<file path="config.mk">
export PLATFORM = sky130hd
export DESIGN_NAME = fexp_cell
export DESIGN_NICKNAME = d
export VERILOG_FILES = /design/src/rtl/fexp_pkg.sv /design/src/rtl/fexp_cell.sv
export VERILOG_INCLUDE_DIRS = /design/src /design/src/rtl
export SDC_FILE = /design/constraint.sdc
export NUM_CORES = 2
export LEC_CHECK = 0
export BUFFER_PORTS_ARGS = -buffer_cell sky130_fd_sc_hd__clkbuf_2
export CORE_MARGIN = 3
export CORE_UTILIZATION = 35
export DETAILED_ROUTE_END_ITERATION = 10
export SLEW_MARGIN = 20
export SYNTH_ARGS = -nofsm -noshare
export SYNTH_HDL_FRONTEND = slang
export SYNTH_SLANG_ARGS = --single-unit
</file>
<file path="constraint.sdc">
create_clock -name aclk -period 31.9 [get_ports aclk]
set_input_delay 7.975 -clock aclk [delete_from_list [all_inputs] [get_ports aclk]]
set_output_delay 7.975 -clock aclk [all_outputs]
set_load 0.005 [all_outputs]
</file>
<file path="src/rtl/float_exp_approximation_top_macros.svh">
// Assertion macros shared by the float exp approximation RTL.
// Depends on nothing; users must have aclk and aresetn in scope.
`ifndef FLOAT_EXP_APPROXIMATION_TOP_MACROS_SVH
`define FLOAT_EXP_APPROXIMATION_TOP_MACROS_SVH

// same-cycle implication, disabled in reset
`define FEXP_ASSERT_IMP(lbl, ante, cons) \
    lbl: assert property (@(posedge aclk) disable iff (!aresetn) (ante) |-> (cons)) \
        else $error("fexp assertion failed");

// next-cycle implication, disabled in reset
`define FEXP_ASSERT_NXT(lbl, ante, cons) \
    lbl: assert property (@(posedge aclk) disable iff (!aresetn) (ante) |=> (cons)) \
        else $error("fexp assertion failed");

`endif

</file>
<file path="src/rtl/fexp_pkg.sv">
// Types, float32 constants and the per-cell operation table of the exp pipeline.
// Depends on nothing; used by fexp_cell and float_exp_approximation_top.
package fexp_pkg;

    localparam int NUM_CELLS = 20;

    localparam logic [31:0] BOUND     = 32'h42B0C0A5;
    localparam logic [31:0] NEG_BOUND = 32'hC2B0C0A5;
    localparam logic [31:0] LOG2E     = 32'h3FB8AA3B;
    localparam logic [31:0] LN2       = 32'h3F317218;
    localparam logic [31:0] HALF      = 32'h3F000000;
    localparam logic [31:0] ONE       = 32'h3F800000;
    localparam logic [31:0] QNAN      = 32'h7FC00000;
    localparam logic [31:0] C0        = 32'h39506967;
    localparam logic [31:0] C1        = 32'h3AB743CE;
    localparam logic [31:0] C2        = 32'h3C088908;
    localparam logic [31:0] C3        = 32'h3D2AA9C1;
    localparam logic [31:0] C4        = 32'h3E2AAAAA;
    localparam logic [31:0] C5        = 32'h3F000000;
    localparam logic [8:0]  EXP_BIAS  = 9'd127;

    typedef enum logic [1:0] {
        KIND_MUL,
        KIND_ADD,
        KIND_FLOOR
    } kind_t;

    typedef enum logic [1:0] {
        ASEL_ACC,
        ASEL_Y,
        ASEL_R
    } a_sel_t;

    typedef enum logic [2:0] {
        BSEL_CONST,
        BSEL_ACC,
        BSEL_R,
        BSEL_Z,
        BSEL_SCALE
    } b_sel_t;

    typedef struct packed {
        kind_t       kind;
        a_sel_t      a_sel;
        b_sel_t      b_sel;
        logic        b_neg;
        logic [31:0] b_const;
        logic        wr_r;
        logic        wr_z;
        logic        load_c0;
    } op_t;

    typedef struct packed {
        logic [31:0] y;
        logic [31:0] r;
        logic [31:0] z;
        logic [8:0]  n;
    } ctx_t;

    typedef struct packed {
        logic [31:0] acc;
        ctx_t        ctx;
    } word_t;

    function automatic op_t op_at(input int idx);
        op_t o;
        o.kind    = KIND_MUL;
        o.a_sel   = ASEL_ACC;
        o.b_sel   = BSEL_CONST;
        o.b_neg   = 1'b0;
        o.b_const = ONE;
        o.wr_r    = 1'b0;
        o.wr_z    = 1'b0;
        o.load_c0 = 1'b0;
        case (idx)
            0: o.b_const = LOG2E;
            1: begin
                o.kind    = KIND_ADD;
                o.b_const = HALF;
            end
            2: o.kind = KIND_FLOOR;
            3: o.b_const = LN2;
            4: begin
                o.kind  = KIND_ADD;
                o.a_sel = ASEL_Y;
                o.b_sel = BSEL_ACC;
                o.b_neg = 1'b1;
                o.wr_r  = 1'b1;
            end
            5: begin
                o.a_sel   = ASEL_R;
                o.b_sel   = BSEL_R;
                o.wr_z    = 1'b1;
                o.load_c0 = 1'b1;
            end
            6, 8, 10, 12, 14: o.b_sel = BSEL_R;
            7: begin
                o.kind    = KIND_ADD;
                o.b_const = C1;
            end
            9: begin
                o.kind    = KIND_ADD;
                o.b_const = C2;
            end
            11: begin
                o.kind    = KIND_ADD;
                o.b_const = C3;
            end
            13: begin
                o.kind    = KIND_ADD;
                o.b_const = C4;
            end
            15: begin
                o.kind    = KIND_ADD;
                o.b_const = C5;
            end
            16: o.b_sel = BSEL_Z;
            17: begin
                o.kind  = KIND_ADD;
                o.b_sel = BSEL_R;
            end
            18: begin
                o.kind    = KIND_ADD;
                o.b_const = ONE;
            end
            19: o.b_sel = BSEL_SCALE;
            default: o.b_const = ONE;
        endcase
        return o;
    endfunction

endpackage

</file>
<file path="src/rtl/fexp_cell.sv">
// One pipeline cell: a single rounded float32 multiply, add or floor step,
// three register stages (operate, normalize, round). Depends on fexp_pkg.
`include "float_exp_approximation_top_macros.svh"

module fexp_cell (
    input  logic                aclk,
    input  logic                aresetn,
    input  fexp_pkg::op_t       op_i,
    input  logic                in_valid_i,
    output logic                in_ready_o,
    input  fexp_pkg::word_t     in_data_i,
    output logic                out_valid_o,
    input  logic                out_ready_i,
    output fexp_pkg::word_t     out_data_o
);

    typedef struct packed {
        logic               spec;
        logic [31:0]        spec_bits;
        logic               sign;
        logic signed [10:0] expo;
        logic [47:0]        mant;
    } raw_t;

    typedef struct packed {
        logic               spec;
        logic [31:0]        spec_bits;
        logic               sign;
        logic               zero;
        logic signed [10:0] expo;
        logic [47:0]        mant;
    } norm_t;

    function automatic raw_t mul_raw(input logic [31:0] a, input logic [31:0] b);
        raw_t        r;
        logic [8:0]  ea;
        logic [8:0]  eb;
        logic [23:0] ma;
        logic [23:0] mb;
        logic        an;
        logic        bn;
        logic        ai;
        logic        bi;
        logic        az;
        logic        bz;
        ea = (a[30:23] == 8'd0) ? 9'd1 : {1'b0, a[30:23]};
        eb = (b[30:23] == 8'd0) ? 9'd1 : {1'b0, b[30:23]};
        ma = {|a[30:23], a[22:0]};
        mb = {|b[30:23], b[22:0]};
        an = (&a[30:23]) && (|a[22:0]);
        bn = (&b[30:23]) && (|b[22:0]);
        ai = (&a[30:23]) && !(|a[22:0]);
        bi = (&b[30:23]) && !(|b[22:0]);
        az = (a[30:0] == 31'd0);
        bz = (b[30:0] == 31'd0);
        r.sign      = a[31] ^ b[31];
        r.expo      = $signed({2'b00, ea}) + $signed({2'b00, eb}) - 11'sd127;
        r.mant      = ma * mb;
        r.spec      = 1'b0;
        r.spec_bits = fexp_pkg::QNAN;
        if (an || bn || (ai && bz) || (bi && az)) begin
            r.spec = 1'b1;
        end else if (ai || bi) begin
            r.spec      = 1'b1;
            r.spec_bits = {r.sign, 8'hFF, 23'd0};
        end
        return r;
    endfunction

    function automatic raw_t add_raw(input logic [31:0] a, input logic [31:0] b);
        raw_t        r;
        logic [8:0]  ea;
        logic [8:0]  eb;
        logic [8:0]  ebig;
        logic [8:0]  d;
        logic [23:0] ma;
        logic [23:0] mb;
        logic [23:0] mbig;
        logic [23:0] msml;
        logic        sbig;
        logic        ssml;
        logic [47:0] mb0;
        logic [47:0] ms0;
        logic [47:0] mss;
        logic        st;
        logic        an;
        logic        bn;
        logic        ai;
        logic        bi;
        ea = (a[30:23] == 8'd0) ? 9'd1 : {1'b0, a[30:23]};
        eb = (b[30:23] == 8'd0) ? 9'd1 : {1'b0, b[30:23]};
        ma = {|a[30:23], a[22:0]};
        mb = {|b[30:23], b[22:0]};
        an = (&a[30:23]) && (|a[22:0]);
        bn = (&b[30:23]) && (|b[22:0]);
        ai = (&a[30:23]) && !(|a[22:0]);
        bi = (&b[30:23]) && !(|b[22:0]);
        if (eb > ea) begin
            ebig = eb;
            d    = eb - ea;
            mbig = mb;
            msml = ma;
            sbig = b[31];
            ssml = a[31];
        end else begin
            ebig = ea;
            d    = ea - eb;
            mbig = ma;
            msml = mb;
            sbig = a[31];
            ssml = b[31];
        end
        mb0 = {1'b0, mbig, 23'd0};
        ms0 = {1'b0, msml, 23'd0};
        if (d >= 9'd48) begin
            mss = {47'd0, |msml};
        end else begin
            mss = ms0 >> d[5:0];
            st  = |(ms0 & ((48'd1 << d[5:0]) - 48'd1));
            mss[0] = mss[0] | st;
        end
        if (sbig == ssml) begin
            r.mant = mb0 + mss;
            r.sign = sbig;
        end else if (mb0 >= mss) begin
            r.mant = mb0 - mss;
            r.sign = sbig;
        end else begin
            r.mant = mss - mb0;
            r.sign = ssml;
        end
        if (r.mant == 48'd0) begin
            r.sign = (a[31] == b[31]) ? a[31] : 1'b0;
        end
        r.expo      = $signed({2'b00, ebig});
        r.spec      = 1'b0;
        r.spec_bits = fexp_pkg::QNAN;
        if (an || bn || (ai && bi && (a[31] != b[31]))) begin
            r.spec = 1'b1;
        end else if (ai) begin
            r.spec      = 1'b1;
            r.spec_bits = {a[31], 8'hFF, 23'd0};
        end else if (bi) begin
            r.spec      = 1'b1;
            r.spec_bits = {b[31], 8'hFF, 23'd0};
        end
        return r;
    endfunction

    function automatic logic [9:0] floor_int(input logic [31:0] a);
        logic [23:0] mag;
        logic [7:0]  sh;
        logic [8:0]  ipart;
        logic        fracnz;
        mag = {1'b1, a[22:0]};
        if (a[30:23] < 8'd127) begin
            ipart  = 9'd0;
            fracnz = (a[30:0] != 31'd0);
        end else begin
            sh     = (a[30:23] > 8'd150) ? 8'd0 : (8'd150 - a[30:23]);
            ipart  = 9'((mag >> sh[4:0]));
            fracnz = |(mag & ((24'd1 << sh[4:0]) - 24'd1));
        end
        if (a[31]) begin
            ipart = ipart + {8'd0, fracnz};
        end
        return {a[31] && (ipart != 9'd0), ipart};
    endfunction

    function automatic logic [5:0] clz48(input logic [47:0] v);
        logic [5:0] c;
        logic       found;
        c     = 6'd0;
        found = 1'b0;
        for (int i = 47; i >= 0; i--) begin
            if (!found) begin
                if (v[i]) begin
                    found = 1'b1;
                end else begin
                    c = c + 6'd1;
                end
            end
        end
        return c;
    endfunction

    function automatic logic [31:0] round_pack(input norm_t v);
        logic [10:0]        sh;
        logic [47:0]        ms;
        logic               ex;
        logic [23:0]        frac;
        logic               g;
        logic               s;
        logic               inc;
        logic [24:0]        m25;
        logic signed [10:0] fld;
        logic [31:0]        res;
        sh = (v.expo > 11'sd0) ? 11'd0 : 11'(11'sd1 - v.expo);
        if (sh > 11'd48) begin
            ms = 48'd0;
            ex = |v.mant;
        end else begin
            ms = v.mant >> sh[5:0];
            ex = |(v.mant & ((48'd1 << sh[5:0]) - 48'd1));
        end
        frac = ms[47:24];
        g    = ms[23];
        s    = (|ms[22:0]) | ex;
        inc  = g & (s | frac[0]);
        m25  = {1'b0, frac} + {24'd0, inc};
        if (v.expo > 11'sd0) begin
            fld = v.expo + $signed({10'd0, m25[24]});
            if (fld >= 11'sd255) begin
                res = {v.sign, 8'hFF, 23'd0};
            end else begin
                res = {v.sign, fld[7:0], m25[22:0]};
            end
        end else begin
            res = {v.sign, 7'd0, m25[23], m25[22:0]};
        end
        if (v.spec) begin
            res = v.spec_bits;
        end else if (v.zero) begin
            res = {v.sign, 31'd0};
        end
        return res;
    endfunction

    logic            va_reg;
    logic            vb_reg;
    logic            vc_reg;
    raw_t            ra_reg;
    raw_t            ra_next;
    norm_t           nb_reg;
    norm_t           nb_next;
    fexp_pkg::word_t da_reg;
    fexp_pkg::word_t da_next;
    fexp_pkg::word_t db_reg;
    fexp_pkg::word_t dc_reg;
    fexp_pkg::word_t dc_next;
    logic            ready_a;
    logic            ready_b;
    logic            ready_c;
    logic [31:0]     a_op;
    logic [31:0]     b_op;
    logic [9:0]      fl;
    logic [5:0]      lz;
    logic [31:0]     res;

    assign ready_c     = !vc_reg || out_ready_i;
    assign ready_b     = !vb_reg || ready_c;
    assign ready_a     = !va_reg || ready_b;
    assign in_ready_o  = ready_a;
    assign out_valid_o = vc_reg;
    assign out_data_o  = dc_reg;

    // operate
    always_comb begin
        case (op_i.a_sel)
            fexp_pkg::ASEL_ACC: a_op = in_data_i.acc;
            fexp_pkg::ASEL_Y:   a_op = in_data_i.ctx.y;
            fexp_pkg::ASEL_R:   a_op = in_data_i.ctx.r;
            default:            a_op = in_data_i.acc;
        endcase
        case (op_i.b_sel)
            fexp_pkg::BSEL_CONST: b_op = op_i.b_const;
            fexp_pkg::BSEL_ACC:   b_op = in_data_i.acc;
            fexp_pkg::BSEL_R:     b_op = in_data_i.ctx.r;
            fexp_pkg::BSEL_Z:     b_op = in_data_i.ctx.z;
            fexp_pkg::BSEL_SCALE: b_op = {in_data_i.ctx.n + fexp_pkg::EXP_BIAS, 23'd0};
            default:              b_op = op_i.b_const;
        endcase
        b_op[31] = b_op[31] ^ op_i.b_neg;
        fl       = floor_int(a_op);
        da_next  = in_data_i;
        case (op_i.kind)
            fexp_pkg::KIND_MUL: ra_next = mul_raw(a_op, b_op);
            fexp_pkg::KIND_ADD: ra_next = add_raw(a_op, b_op);
            fexp_pkg::KIND_FLOOR: begin
                ra_next.spec      = 1'b0;
                ra_next.spec_bits = fexp_pkg::QNAN;
                ra_next.sign      = fl[9];
                ra_next.expo      = 11'sd135;
                ra_next.mant      = {1'b0, fl[8:0], 38'd0};
                da_next.ctx.n     = fl[9] ? (9'd0 - fl[8:0]) : fl[8:0];
            end
            default: ra_next = mul_raw(a_op, b_op);
        endcase
    end

    // normalize
    always_comb begin
        lz                = clz48(ra_reg.mant);
        nb_next.spec      = ra_reg.spec;
        nb_next.spec_bits = ra_reg.spec_bits;
        nb_next.sign      = ra_reg.sign;
        nb_next.zero      = (ra_reg.mant == 48'd0);
        nb_next.expo      = ra_reg.expo - $signed({5'd0, lz}) + 11'sd1;
        nb_next.mant      = ra_reg.mant << lz;
    end

    // round and route
    always_comb begin
        res     = round_pack(nb_reg);
        dc_next = db_reg;
        dc_next.acc = op_i.load_c0 ? fexp_pkg::C0 : res;
        if (op_i.wr_r) begin
            dc_next.ctx.r = res;
        end
        if (op_i.wr_z) begin
            dc_next.ctx.z = res;
        end
    end

    always_ff @(posedge aclk) begin
        if (!aresetn) begin
            va_reg <= 1'b0;
            vb_reg <= 1'b0;
            vc_reg <= 1'b0;
        end else begin
            if (ready_a) begin
                va_reg <= in_valid_i;
            end
            if (ready_b) begin
                vb_reg <= va_reg;
            end
            if (ready_c) begin
                vc_reg <= vb_reg;
            end
        end
    end

    always_ff @(posedge aclk) begin
        if (ready_a && in_valid_i) begin
            ra_reg <= ra_next;
            da_reg <= da_next;
        end
        if (ready_b && va_reg) begin
            nb_reg <= nb_next;
            db_reg <= da_reg;
        end
        if (ready_c && vb_reg) begin
            dc_reg <= dc_next;
        end
    end

    `FEXP_ASSERT_IMP(a_stall_only_when_full, !in_ready_o, va_reg)
    `FEXP_ASSERT_NXT(a_hold_valid, out_valid_o && !out_ready_i, out_valid_o)
    `FEXP_ASSERT_NXT(a_hold_data, out_valid_o && !out_ready_i, $stable(out_data_o))

endmodule

</file>
=== Word-level counts from Yosys, hierarchy flattened ===
Index checks and enable logic that the tools add are counted.

* Flip-flop bits (word level): 537
* Bits of input ports: 184
* Output and inout port bits: 139

* Add/subtract/negate cells: 66
* Multiply operators: 1
* Magnitude comparators: 8
* Equal/unequal tests: 11
* Shift operators: 7
* Muxes and demuxes: 235
* Bitwise gates (word level): 9
* Reductions and logical operators: 45

{| class="wikitable"
|+ Operators by type and width
! operator !! number
|-
| $mux 6 || 94
|-
| $mux 48 || 6
|-
| $add 6x1->6 const B || 47
|-
| $pmux 93 s2 || 1
|-
| $mux 32 || 5
|-
| $reduce_or 48->1 || 3
|-
| $pmux 32 s4 || 1
|-
| $mux 1 || 106
|-
| $mux 33 || 3
|-
| $logic_not 48->1 || 2
|-
| $mux 24 || 4
|-
| $shl 1x6->48 const A || 2
|-
| $sub 48x1->48 const B || 2
|-
| $mux 31 || 3
|-
| $reduce_or 23->1 || 3
|-
| $pmux 32 s2 || 1
|-
| $logic_not 31->1 || 2
|-
| $mux 9 || 6
|-
| $add 47x48->48 || 1
|-
| $and 47x48->48 || 1
|-
| $and 48x48->48 || 1
|-
| $ge 47x48->1 || 1
|-
| $mul 24x24->48 || 1
|-
| $reduce_or 24->1 || 2
|-
| other kinds (49) || 84
|}

=== Depth between registers and ports, before layout ===
* Depth after elaboration: 144
* Mapped depth: 135

=== Worst setup path after synthesis ===
OpenSTA, ideal clock, no wires.

* Kind: register -> register
* From: register ra_reg[46] (netlist bit)
* To: register nb_reg[57] (netlist bit), data pin
* Arrival time: 22855 ps
* Data required time: 31642 ps
* Path slack: 8788 ps
* Cell stages (with the launch flop): 126
* Path buffers: 2
* Path through: edfxtp_1 > nor2b_1 > nor2_1 > ha_1 > o31a_1 > ha_1 > or4_1 > o211a_1 > and2_1 > o221ai_2 > o21ai_0 > ha_1 > nor2b_1 > a211o_1 > o21a_1 > o21ai_0 > ha_1 > mux2i_1 > [90 not listed] > mux2_2 > o31ai_1 > inv_2 > buf_1 > clkbuf_1 > ha_1 > inv_1 > ha_1 > inv_1 > fa_1 > inv_1 > a21oi_1 > o21bai_1 > a21oi_1 > o21bai_1 > a21o_1 > a21oi_1 > xnor2_1

{| class="wikitable"
|+ RTL lines
! item !! RTL line !! RTL
|-
| from (decl) || fexp_cell.sv:232 || <nowiki>raw_t ra_reg;</nowiki>
|-
| from (signal assigned) || fexp_cell.sv:335 || <nowiki>ra_reg <= ra_next;</nowiki>
|-
| to (signal assigned) || fexp_cell.sv:339 || <nowiki>nb_reg <= nb_next;</nowiki>
|-
| to (decl) || fexp_cell.sv:234 || <nowiki>norm_t nb_reg;</nowiki>
|}

==> results.json <==
{
  "synth_simple_gate_area_share_pct": 18.2,
  "htreeDepth": 2,
  "yosys.cell_types.count": 110,
  "post-dp-hpwl_um": 179000,
  "fin_skew_ns": 0.0628,
  "layout.nets": 8135,
  "period_share_pct": 82.6,
  "num_io_pins": 323,
  "maxSlewViolCount": 0,
  "place_congestion": 0.993,
  "tightestPinTransition_ns": 1.09,
  "maxCapViolations": 0,
  "vias": 54900,
  "endpoint": "nb_reg[57]",
  "yosys_most_used_dff": "edfxtp_1",
  "drc": 0,
  "area_growth_pct": 10.1,
  "synthArstFlopShare_pct": 0,
  "status": "completed",
  "crit_path_frequent_cell": "ha_1",
  "rsz0062_at_grt": "no",
  "core_um2": 170000,
  "rr_startpoint": "ra_reg[45]",
  "grt-ovfl-total": 0,
  "most-common-layout-cells": "nand2_1 (975), inv_1 (724), nor2_1 (633)",
  "die_area_um2": 177000,
  "synth_nets": 8041,
  "synth_top_family_by_area": "adder cells",
  "cts.clk_slew.worst_paths_ns": 0.07,
  "cts_tree": "built",
  "layout_commonest_cell": "nand2_1",
  "gr-max-usage-layer": "met2",
  "critical_path_class": "reg -> reg",
  "clock_latency_ns": 0.67,
  "grt_max_degree": 145,
  "initial_core_util_pct": 35.4,
  "synthAdderAreaFrac_pct": 23.6,
  "dr.pass1.iters": 6,
  "antenna_left": 0,
  "die_w_um": 421,
  "largest_reg_flops": 137,
  "cp-end-kind": "register",
  "synthCells": 7011,
  "arrival_ns": 26.76,
  "grtUsageMet2_pct": 40.5,
  "period_minus_slack_ns": 26.36,
  "cts_root_buf": "clkbuf_16",
  "tns_ns": 0,
  "port_buffers": 322,
  "path_max_fanout": 39,
  "finalHoldViolCount": 0,
  "start_kind": "register",
  "grt_pass1_wl_um": 349000,
  "drtIter0Drc": 6476,
  "antenna_found_initial": 26,
  "cts_resized": 0,
  "max_stage_delay_ns": 0.56,
  "nFillCells": 17400,
  "met1_usage_pct": 33.7,
  "holdBufCountCts": 0,
  "synth_area_um2": 60300,
  "relSlewSlack_pct": 27.3,
  "hold_slack_ns": 0.402,
  "cp-startpoint": "ra_reg[45]",
  "cts_buffers": 53,
  "clockBufferDepth": 3,
  "setup_violations": 0,
  "synth_mux_area_share_pct": 7.13,
  "seq_area_frac_synth_pct": 23.6,
  "worstPathRequired_ns": 32.30,
  "grt_pass1_vias": 53700,
  "fmax_mhz": 37.9,
  "whs_path_depth": 0,
  "r2r_end": "nb_reg[57]",
  "worst_r2r_path_depth": 126,
  "synthXorXnorAreaFrac_pct": 4.30,
  "finalWirelength_um": 233000,
  "avgSynthCellArea_um2": 8.61,
  "postCtsSetupRepairBufs": 0,
  "vias_per_cell": 5.80,
  "slowest_stage": "edfxtp_1",
  "drive_above_1_share_pct": 11.6,
  "min-delay-path-class": "reg -> reg",
  "ys_seq_elements": 476,
  "r2r_slack_ns": 5.54,
  "row_count": 151,
  "use_met3_pct": 5.13,
  "synth_enable_flop_cells": 473,
  "clock_sinks": 476,
  "synth-compound-area-share_pct": 15.8,
  "die_y_um": 421,
  "yosys_warnings": 0,
  "track_usage_pct": 25.4,
  "wl_per_cell_um": 24.6
}
## synthesized netlist by cell type (81+ instances only)
| library cell | instances | area, um2 |
|---|---|---|
| edfxtp_1 | 473 | 14200 |
| mux2_2 | 97 | 1090 |
| nand2_1 | 975 | 3660 |
| fa_1 | 488 | 9770 |
| inv_1 | 724 | 2720 |
| o21ai_0 | 358 | 1790 |
| xor2_1 | 81 | 709 |
| nor3_1 | 150 | 751 |
| clkbuf_1 | 368 | 1380 |
| ha_1 | 358 | 4480 |
| a21oi_1 | 375 | 1880 |
| mux2i_1 | 234 | 2340 |
| nand3_1 | 135 | 676 |
| xnor2_1 | 168 | 1470 |
| nor2_1 | 644 | 2420 |
## critical path: cells and delay by family (launching register included)
kind	cells	cell delay (ns)
XOR/XNOR	2	0.29
buffers and inverters	9	1.51
adder cells (fa/ha/maj)	23	7.01
flip-flops	1	0.56
AO/OA/AOI/OAI	60	11.31
AND/OR/NAND/NOR	19	2.92
multiplexers	13	2.48
## cell families after synthesis
logic type / Yosys count
multiplexers: 372
flip-flops: 476
XOR/XNOR: 269
AND/OR/NAND/NOR: 2426
buffers and inverters: 1149
AO/OA/AOI/OAI: 1472
adder cells (fa/ha/maj): 847
## through the flow
stage	setup slack, ns	utilization (%)	cell area, um2	std cells
2_1_floorplan	8.79	-	60300	7011
3_3_place_gp	6.35	37.9	64600	9345
3_5_place_dp	5.71	37.9	64600	9345
4_1_cts	5.66	38.9	66300	9441
5_1_grt	3.26	39.0	66400	9452
6_report	5.54	39.0	66400	9460
## cell type report
| type | instances | area (um2) | area share, % |
|---|---|---|---|
| well taps | 2295 | 2870 | 4.32 |
| multi-input cells | 5386 | 42100 | 63.4 |
| diodes | 19 | 47.5 | 0.0716 |
| inverters | 731 | 2740 | 4.13 |
| clock inverters | 35 | 377 | 0.567 |
| clock buffers | 61 | 1360 | 2.04 |
| flip-flops and latches | 476 | 14300 | 21.5 |
| repair buffers | 457 | 2640 | 3.97 |
## how the worst min path moves through the flow
stage / startpoint / to / slack, ns
floorplan: da_reg[0] / db_reg[0] / 0.40
global placement: da_reg[16] / db_reg[16] / 0.40
global route: db_reg[94] / out_data_o[94] / 0.41
finish: db_reg[94] / out_data_o[94] / 0.40
detailed placement: da_reg[100] / db_reg[100] / 0.40
CTS: db_reg[94] / out_data_o[94] / 0.41
## metal layers
layer	wire, um	up-vias
met1	94000	27000
met5	88	-
met4	11200	12
met2	105000	2764
met3	22600	543
li1	-	24500
Power is left out: the tool's default activity adds up to more than one toggle a clock period on the data nets, which glitch-free logic cannot reach.
